[config.mk]
export PLATFORM = sky130hd
export DESIGN_NAME = dns_response_address_extractor_top
export DESIGN_NICKNAME = d
export VERILOG_FILES = /design/src/dre_pkg.sv /design/src/dns_response_address_extractor_top.sv /design/src/dre_parser.sv
export SDC_FILE = /design/constraint.sdc
export NUM_CORES = 1
export LEC_CHECK = 0
export BUFFER_PORTS_ARGS = -buffer_cell sky130_fd_sc_hd__buf_2
export CORE_UTILIZATION = 45
export CTS_CLUSTER_DIAMETER = 150
export DETAILED_ROUTE_END_ITERATION = 16
export PLACE_DENSITY = 0.64
export SYNTH_ARGS = -nofsm -noshare
export SYNTH_HDL_FRONTEND = slang
export SYNTH_HIERARCHICAL = 1
export SYNTH_SLANG_ARGS = --single-unit
[constraint.sdc]
create_clock -name clk -period 4.9 [get_ports clk]
set_clock_uncertainty 0.15 [all_clocks]
set_input_delay 0.98 -clock clk [delete_from_list [all_inputs] [get_ports clk]]
set_output_delay 0.98 -clock clk [all_outputs]
set_load 0.05 [all_outputs]
[src/dre_pkg.sv]
`default_nettype none
package dre_pkg;

	typedef enum logic [3:0] {
		PH_HEADER = 4'd0,
		PH_QNAME  = 4'd1,
		PH_QLABEL = 4'd2,
		PH_QPTR   = 4'd3,
		PH_QTAIL  = 4'd4,
		PH_ANAME  = 4'd5,
		PH_ALABEL = 4'd6,
		PH_APTR   = 4'd7,
		PH_AFIXED = 4'd8,
		PH_RDATA  = 4'd9,
		PH_DONE   = 4'd10,
		PH_DRAIN  = 4'd11
	} phase_t;

	typedef enum logic [1:0] {
		ST_OK        = 2'd0,
		ST_ID_ERR    = 2'd1,
		ST_SERVER    = 2'd2,
		ST_TRUNCATED = 2'd3
	} status_t;

	localparam logic [7:0]  PTR_MASK   = 8'hc0;
	localparam logic [3:0]  RCODE_MASK = 4'hf;
	localparam logic [15:0] TYPE_A     = 16'h0001;
	localparam logic [15:0] IPV4_RDLEN = 16'd4;
	localparam logic [15:0] ID_RESET   = 16'h1000;

	localparam logic [15:0] HDR_ID_END    = 16'd1;
	localparam logic [15:0] HDR_FLAGS_END = 16'd3;
	localparam logic [15:0] HDR_AN_END    = 16'd7;
	localparam logic [15:0] HDR_END       = 16'd11;
	localparam logic [15:0] QTAIL_END     = 16'd3;
	localparam logic [15:0] TYPE_END      = 16'd1;
	localparam logic [15:0] FIXED_END     = 16'd9;

	typedef struct packed {
		logic        valid;
		logic [31:0] ip_address;
		logic        address_valid;
		logic        done_res;
		logic [1:0]  status;
		logic [3:0]  response_code;
	} result_t;

endpackage
`default_nettype wire

[src/dns_response_address_extractor_top.sv]
// Path: a byte accepted into the input register (data_s1) is parsed
// combinationally, and its result is registered in res_q once the output
// is free, so it is offered on the master side from that register.
// Throughput: one byte per cycle while the master side does not stall.
// Reset: arst_n clears the parse state, both valid flags and sets the
// expected ID to 0x1000.
`default_nettype none
module dns_response_address_extractor_top (
	input  wire logic        clk,
	input  wire logic        arst_n,
	input  wire logic        s_axis_tvalid,
	output logic             s_axis_tready,
	input  wire logic [7:0]  s_axis_tdata,  // data_byte[7:0]
	input  wire logic        s_axis_tlast,
	output logic             m_axis_tvalid,
	input  wire logic        m_axis_tready,
	output logic [39:0]      m_axis_tdata,  // ip_address[31:0], status[33:32],
	                                        // response_code[37:34], zero[39:38]
	output logic             m_axis_tuser,  // address_valid
	output logic             m_axis_tlast
);

	logic              valid_s1;
	logic [7:0]        data_s1;
	logic              last_s1;
	logic              out_free;
	logic              advance;
	dre_pkg::result_t  res;
	dre_pkg::result_t  res_q;
	logic              out_valid_q;

	assign out_free      = !out_valid_q || m_axis_tready;
	assign advance       = valid_s1 && out_free;
	assign s_axis_tready = !valid_s1 || advance;

	always_ff @(posedge clk or negedge arst_n) begin
		if (!arst_n) begin
			valid_s1 <= 1'b0;
		end else if (s_axis_tready) begin
			valid_s1 <= s_axis_tvalid;
		end
	end

	always_ff @(posedge clk) begin
		if (s_axis_tready && s_axis_tvalid) begin
			data_s1 <= s_axis_tdata;
			last_s1 <= s_axis_tlast;
		end
	end

	dre_parser u_parser (
		.clk       (clk),
		.arst_n    (arst_n),
		.en        (advance),
		.data_byte (data_s1),
		.last_byte (last_s1),
		.result    (res)
	);

	always_ff @(posedge clk or negedge arst_n) begin
		if (!arst_n) begin
			out_valid_q <= 1'b0;
		end else if (out_free) begin
			out_valid_q <= advance && res.valid;
		end
	end

	always_ff @(posedge clk) begin
		if (advance && res.valid) begin
			res_q <= res;
		end
	end

	assign m_axis_tvalid = out_valid_q;
	assign m_axis_tdata  = {2'b00, res_q.response_code, res_q.status, res_q.ip_address};
	assign m_axis_tuser  = res_q.address_valid;
	assign m_axis_tlast  = res_q.done_res;

endmodule
`default_nettype wire

[src/dre_parser.sv]
`default_nettype none
module dre_parser (
	input  wire logic            clk,
	input  wire logic            arst_n,
	input  wire logic            en,
	input  wire logic [7:0]      data_byte,
	input  wire logic            last_byte,
	output dre_pkg::result_t     result
);

	dre_pkg::phase_t phase_q, phase_n;
	logic [15:0] exp_id_q, exp_id_n;
	logic [15:0] cnt_q, cnt_n;
	logic [15:0] acc_q, acc_n;
	logic [15:0] ans_q, ans_n;
	logic [31:0] shift_q, shift_n;
	logic        rec_q, rec_n;
	logic [1:0]  err_q, err_n;
	logic [3:0]  code_q, code_n;

	always_ff @(posedge clk or negedge arst_n) begin
		if (!arst_n) begin
			phase_q  <= dre_pkg::PH_HEADER;
			exp_id_q <= dre_pkg::ID_RESET;
			cnt_q    <= '0;
			acc_q    <= '0;
			ans_q    <= '0;
			shift_q  <= '0;
			rec_q    <= 1'b0;
			err_q    <= '0;
			code_q   <= '0;
		end else if (en) begin
			phase_q  <= phase_n;
			exp_id_q <= exp_id_n;
			cnt_q    <= cnt_n;
			acc_q    <= acc_n;
			ans_q    <= ans_n;
			shift_q  <= shift_n;
			rec_q    <= rec_n;
			err_q    <= err_n;
			code_q   <= code_n;
		end
	end

	always_comb begin
		logic        emit;
		logic [31:0] addr;
		logic [15:0] dec;
		logic [15:0] ans_dec;
		logic [1:0]  st;
		emit    = 1'b0;
		addr    = '0;
		phase_n  = phase_q;
		exp_id_n = exp_id_q;
		cnt_n    = cnt_q;
		acc_n    = acc_q;
		ans_n    = ans_q;
		shift_n  = shift_q;
		rec_n    = rec_q;
		err_n    = err_q;
		code_n   = code_q;
		dec      = cnt_q - 16'd1;
		ans_dec  = ans_q - 16'd1;
		unique case (phase_q)
			dre_pkg::PH_HEADER: begin
				acc_n = {acc_q[7:0], data_byte};
				if (cnt_q == dre_pkg::HDR_ID_END && acc_n != exp_id_q) begin
					err_n = dre_pkg::ST_ID_ERR;
				end
				if (cnt_q == dre_pkg::HDR_FLAGS_END) begin
					code_n = acc_n[3:0] & dre_pkg::RCODE_MASK;
					if (err_q == dre_pkg::ST_OK && code_n != 4'd0) begin
						err_n = dre_pkg::ST_SERVER;
					end
				end
				if (cnt_q == dre_pkg::HDR_AN_END) begin
					ans_n = acc_n;
				end
				if (cnt_q == dre_pkg::HDR_END) begin
					cnt_n   = '0;
					phase_n = (err_n != dre_pkg::ST_OK) ? dre_pkg::PH_DRAIN
						: dre_pkg::PH_QNAME;
				end else begin
					cnt_n = cnt_q + 16'd1;
				end
			end
			dre_pkg::PH_QNAME, dre_pkg::PH_ANAME: begin
				cnt_n = '0;
				if ((data_byte & dre_pkg::PTR_MASK) == dre_pkg::PTR_MASK) begin
					phase_n = (phase_q == dre_pkg::PH_QNAME) ? dre_pkg::PH_QPTR
						: dre_pkg::PH_APTR;
				end else if (data_byte == 8'd0) begin
					phase_n = (phase_q == dre_pkg::PH_QNAME) ? dre_pkg::PH_QTAIL
						: dre_pkg::PH_AFIXED;
				end else begin
					cnt_n   = {8'd0, data_byte};
					phase_n = (phase_q == dre_pkg::PH_QNAME) ? dre_pkg::PH_QLABEL
						: dre_pkg::PH_ALABEL;
				end
			end
			dre_pkg::PH_QLABEL, dre_pkg::PH_ALABEL: begin
				cnt_n = dec;
				if (dec == 16'd0) begin
					phase_n = (phase_q == dre_pkg::PH_QLABEL) ? dre_pkg::PH_QNAME
						: dre_pkg::PH_ANAME;
				end
			end
			dre_pkg::PH_QPTR: begin
				cnt_n   = '0;
				phase_n = dre_pkg::PH_QTAIL;
			end
			dre_pkg::PH_APTR: begin
				cnt_n   = '0;
				phase_n = dre_pkg::PH_AFIXED;
			end
			dre_pkg::PH_QTAIL: begin
				if (cnt_q == dre_pkg::QTAIL_END) begin
					cnt_n   = '0;
					phase_n = (ans_q == 16'd0) ? dre_pkg::PH_DONE : dre_pkg::PH_ANAME;
				end else begin
					cnt_n = cnt_q + 16'd1;
				end
			end
			dre_pkg::PH_AFIXED: begin
				acc_n = {acc_q[7:0], data_byte};
				if (cnt_q == dre_pkg::TYPE_END) begin
					rec_n = (acc_n == dre_pkg::TYPE_A);
				end
				if (cnt_q == dre_pkg::FIXED_END) begin
					if (acc_n == 16'd0) begin
						ans_n   = ans_dec;
						cnt_n   = '0;
						phase_n = (ans_dec == 16'd0) ? dre_pkg::PH_DONE
							: dre_pkg::PH_ANAME;
					end else begin
						rec_n   = rec_q && (acc_n == dre_pkg::IPV4_RDLEN);
						cnt_n   = acc_n;
						shift_n = '0;
						phase_n = dre_pkg::PH_RDATA;
					end
				end else begin
					cnt_n = cnt_q + 16'd1;
				end
			end
			dre_pkg::PH_RDATA: begin
				shift_n = {shift_q[23:0], data_byte};
				cnt_n   = dec;
				if (dec == 16'd0) begin
					if (rec_q) begin
						emit = 1'b1;
						addr = shift_n;
					end
					ans_n   = ans_dec;
					cnt_n   = '0;
					phase_n = (ans_dec == 16'd0) ? dre_pkg::PH_DONE : dre_pkg::PH_ANAME;
				end
			end
			default: begin
			end
		endcase

		st = err_n;
		if (st == dre_pkg::ST_OK && phase_n != dre_pkg::PH_DONE) begin
			st = dre_pkg::ST_TRUNCATED;
		end

		result.valid         = emit || last_byte;
		result.ip_address    = addr;
		result.address_valid = emit;
		result.done_res      = last_byte;
		result.status        = last_byte ? st : dre_pkg::ST_OK;
		result.response_code = last_byte ? code_n : 4'd0;

		if (last_byte) begin
			exp_id_n = exp_id_q + 16'd1;
			phase_n  = dre_pkg::PH_HEADER;
			cnt_n    = '0;
			acc_n    = '0;
			ans_n    = '0;
			shift_n  = '0;
			rec_n    = 1'b0;
			err_n    = dre_pkg::ST_OK;
			code_n   = '0;
		end
	end

endmodule
`default_nettype wire
Yosys cells after proc, flatten, opt, wreduce, memory -nomap -nowiden --
Cells that the tools add are included.
Storage, ports and cells: register bits after elaboration 142, latch bits 0, memory bits (writable) 0, ROM bits 0, input bits 13, logic and storage cells 140, memories kept 0
Operators by class: add/sub/neg operators 4, multiply operators 0, divide/modulo/power cells 0, order comparisons 0, eq/ne operators 24, shift operators 0, multiplexer cells 56, bitwise gates (word level) 0, reductions and logical operators 38
Operator list (count):
- $mux 16 | 12
- $pmux 16 s7 | 1
- $mux 24 | 3
- $logic_not 16->1 | 4
- $mux 4 | 16
- $pmux 16 s3 | 1
- $pmux 24 s2 | 1
- $add 16x1->16 const B | 2
- $eq 16x1->1 const B | 2
- $eq 16x3->1 const B | 2
- $eq 16x4->1 const B | 2
- $pmux 4 s8 | 1
- $sub 16x1->16 const B | 2
- $mux 8 | 3
- $eq 16x2->1 const B | 1
- $eq 4x3->1 const B | 4
- $ne 16x16->1 | 1
- $mux 2 | 7
- $ne 3x2->1 const B | 4
- $mux 3 | 3
- $eq 4x2->1 const B | 2
- $eq 4x4->1 const B | 2
- $logic_not 8->1 | 1
- $mux 1 | 8
- other kinds (18) | 37

Longest topological paths before layout --
depth in word-level cells 13, mapped depth 14, gate-level depth less buffers 11

Cells and area by module --
Netlist, hierarchy kept.
Modules (own cells, without submodules):
- dre_parser | times used 1, cells each 838, area an instance 6665.1 µm²
- dns_response_address_extractor_top | times used 1, cells each 62, area an instance 1601.5 µm²

Worst setup path after synthesis --
No wires, ideal clock.
kind register to register, start register u_parser.cnt_q[1], end register res_q, in the netlist m_axis_tdata[0], enable pin, library setup time 442 ps, data arrival time 4458 ps, required time 4308 ps, setup slack -150 ps, cell stages (with the launch flop) 14, buffers on the path 3, path through dfrtp_1 clkbuf_1 inv_1 ha_1 buf_2 or4b_1 nor4_1 a211oi_2 and4bb_2 and3_1 clkbuf_1 or2_2 nand2_1 nor2b_1
RTL lines:
- from (decl) | line dre_parser.sv:13 | logic [15:0] cnt_q, cnt_n;
- from (signal assigned) | line dre_parser.sv:35 | cnt_q <= cnt_n;
- to (signal assigned) | line dns_response_address_extractor_top.sv:70 | res_q <= res;
- to (decl) | line dns_response_address_extractor_top.sv:29 | dre_pkg::result_t res_q;

Worst setup path after layout --
start register u_parser.cnt_q[1], end register u_parser.ans_q[2]
Between the ends: cells in the longest elaborated chain, start to end 4
Ends and longest elaborated chain:
- $sub 16x1->16 | line dre_parser.sv:62 | dec = cnt_q - 16'd1;
- $logic_not 16->1 | line dre_parser.sv:148 | if (dec == 16'd0) begin
- $ne 3x2->1 (no source line)
- $reduce_and 6->1 (no source line) *
- to (signal assigned) | line dre_parser.sv:37 | ans_q <= ans_n;
- to (decl) | line dre_parser.sv:15 | logic [15:0] ans_q, ans_n;
Mark *: on every way between the ends. The rest lies on a longest branch, timed or not. A chain may end at the register's enable or synchronous reset.

==> results.md <==
* Avg Inst Size Synth at 9.19 um^2
* Critical-path maximum fanout at 21
* Placer Congestion at 0.959
* Initial antenna violation count at 0
* Storage element area at 3800 um^2
* Dominant synthesized flop cell: dfrtp_1
* Worst min-delay path class: flip-flop to flip-flop
* Syn Inst Count at 900
* GRT Total Usage at 0.242
* Placed Area at 8720 um^2
* Fraction of layout instances using a drive strength above 1 at 0.157
* Ports at 57
* Routed Antenna Nets at 0
* WL per Instance at 18.9 um
* Iteration count of the initial detailed-routing pass at 6
* Endpoints failing hold at 0
* ANT cells at 0
* GR Util met2 at 0.371
* Die width at 138 um
* Initial core utilization at 0.460
* Final WL at 22100 um
* Hold path depth at 2
* Slew margin rel. at 0.374
* Maximum clock insertion buffer count at 2
* CP max-delay cell: dfrtp_1
* Critical path type: flip-flop to flip-flop
* Clock Sinks at 142
* Vias in the first global route at 6376
* First-pass GRT wire length at 34600 um
* Drt first-iter violations at 717
* Distinct cell type count after synthesis at 85
* Multi-input gate area at 4110 um^2
* Worst hold margin at 0.324 ns
* Post-route cell area at 9280 um^2
* Met3 GRT Util at 0.0592
* Endpoints failing setup at 0
* TritonCTS Buffers at 17
* WP data required at 5.08 ns
* Root Buffer: clkbuf_16
* Fin crit period at 4.03 ns
* CTS tree: done
* Postcts setup bufs at 0
* Worst vdd ir at 0.236 mV
* Setup TNS at 0 ns
* Largest cells by area after synthesis: dfrtp_1 28%, edfxtp_1 18%, o21ai_0 5.0%
* Filler Cell Count at 1596
* Max capacitance violation total at 0
* Post-synth EDFFs at 49
* RSZ-0062 raised after global routing: no
* Post-synth design cell area at 8270 um^2
* Worst Tran Pin Value at 0.937 ns
* Cell taking the most area after synthesis: dfrtp_1
* Row count at 49
* Yosys warns at 6
* Count of input and output buffers at 54
* Largest net degree at the start of global routing at 69
* Gates resized, CTS repair at 0
* Die Height at 138 um
* Gr busiest metal: met2
* Die ar. at 18900 um^2
* Leakage power total at 0.00365 uW
* R2R depth at 12
* Crit start category: flip-flop
* Worst setup EP type: flip-flop
* Worst skew pair latency at 0.42 ns
* Area grow syn2layout at 12.3%
* Clk slew on worst S/H paths at 0.06 ns
* Final-stage net count at 948
* Post-DR vias/cell at 6.02
* CTS H-tree depth at 4
* Synth top area share at 0.278
* Synth Register Bits at 142
* Via count at 7033
* Worst Path Arrival at 4.21 ns
* DR DRC count at 0
* Global route total overflow at 0
* Fmax at 248 MHz
* Synth async-reset ratio at 0.655
* Post-CTS Hold Buffers at 0
* Crit path cell chain: inv_1 -> ha_1 -> nor3b_2 -> nand4_1 -> a221oi_2 -> nor3b_4 -> a21oi_2 -> nor4_2 -> o21ai_1 -> buf_4 -> or2_1 -> o21ai_0
* DP Wirelength at 14900 um
* Sequential area share after synthesis at 0.460
* Pins Over Slew Limit at 0
* Core area at 18000 um^2
* Final worst path period share at 0.822
* Slowest stage delay, CP at 0.49 ns
* M1 GR Usage at 0.333
* Pwr dens at 378 nW/um^2
* Outcome: finished, final reports clean
==> worst max-delay path: cells and delay by family, from the launching register on <==
kind / cells / cell delay, ns
AOI/OAI and AO/OA: 4 / 0.85
adders and majority gates: 1 / 0.38
buffers and inverters: 2 / 0.40
DFF: 1 / 0.49
and+or+nand+nor: 5 / 1.65
==> state kept, by name (all words and copies together) (netlist names), 2 cells and up <==
register           cells
m_axis_tdata          38
u_parser/exp_id_q     16
u_parser/shift_q      24
u_parser/err_q         2
u_parser/code_q        4
u_parser/phase_q       4
u_parser/cnt_q        16
u_parser/acc_q         8
data_s1                8
u_parser/ans_q        16
==> cell type report <==
cell class / count / area share
well taps: 229 / 0.0309
flip-flops and latches: 142 / 0.409
clock inverters: 14 / 0.0135
repair buffers: 78 / 0.0501
inverters: 15 / 0.00606
multi-input cells: 673 / 0.443
clock buffers: 18 / 0.0473
==> Yosys cell counts (6+ instances only) <==
master,number
nand2_1,93
dfrtp_1,92
o21ai_0,82
nor2_1,80
clkbuf_1,52
edfxtp_1,49
a21oi_1,44
and2_1,43
xnor2_1,38
nor3_1,28
nand4_1,22
nand3_1,21
nor4_1,16
inv_1,15
o21ai_1,13
buf_2,11
a211oi_1,10
nand2b_1,10
xor2_1,10
a22o_1,9
and3_1,9
o31ai_1,9
ha_1,8
nor2b_1,8
a31oi_1,7
or3_1,7
o2bb2ai_1,6
==> routing by layer <==
layer | vias up | share of wire
met4 | 0 | 0.020
li1 | 3308 | -
met5 | - | 0
met1 | 3398 | 0.45
met2 | 291 | 0.45
met3 | 36 | 0.082
==> path summary, 6_finish.rpt <==
kind	startpoint	endpoint	slack, ns
max in group asynchronous	arst_n	u_parser/ans_q[15]$_DFFE_PN0P_	3.18
setup / recovery	u_parser/cnt_q[1]$_DFFE_PN0P_	u_parser/ans_q[2]$_DFFE_PN0P_	0.87
setup reg to reg	u_parser/cnt_q[1]$_DFFE_PN0P_	u_parser/ans_q[2]$_DFFE_PN0P_	0.87
min in group asynchronous	arst_n	u_parser/exp_id_q[7]$_DFFE_PN0P_	0.53
hold reg to reg	u_parser/shift_q[17]$_DFFE_PN0P_	u_parser/shift_q[17]$_DFFE_PN0P_	0.32
hold / removal	u_parser/shift_q[17]$_DFFE_PN0P_	u_parser/shift_q[17]$_DFFE_PN0P_	0.32
==> logic make-up after synthesis <==
kind of cell             Yosys count  share of synthesized area
AO/OA/AOI/OAI                    229                      0.175
XOR/XNOR                          48                     0.0509
adder cells (fa/ha/maj)            8                     0.0121
buffers and inverters             86                     0.0448
flip-flops                       142                      0.460
multiplexers                       4                    0.00499
other                              1                   0.000454
AND/OR/NAND/NOR                  382                      0.253
==> per-stage QoR <==
step	std cells	util	total power (uW)	setup slack, ns
2_1_floorplan	901	-	2080	0.612
3_3_place_gp	1137	0.485	2290	1.13
3_5_place_dp	1137	0.485	2290	0.957
4_1_cts	1169	0.517	3530	0.932
5_1_grt	1169	0.517	3670	0.611
6_report	1169	0.517	3510	0.874
==> cell usage in the layout (no fill, tap or decap), types with 14 or more instances in the layout <==
cell	Yosys	final
nor4_1	16	16
buf_4	3	24
xnor2_1	38	38
nor3_1	28	28
buf_2	11	53
nand2_1	93	93
dfrtp_1	92	92
a21oi_1	44	44
o21ai_1	13	14
inv_1	15	15
and2_1	43	43
nand4_1	22	22
nor2_1	80	80
edfxtp_1	49	49
clkbuf_16	0	17
o21ai_0	82	80
nand3_1	21	21
==> power breakdown <==
| group | internal [uW] | switching [uW] | leakage (uW) | total, uW |
|---|---|---|---|---|
| logic | 290 | 495 | 0.00167 | 785 |
| clock network | 680 | 547 | 0.000275 | 1230 |
| registers | 1340 | 153 | 0.00171 | 1500 |
Power figures use the tool's default switching activity.
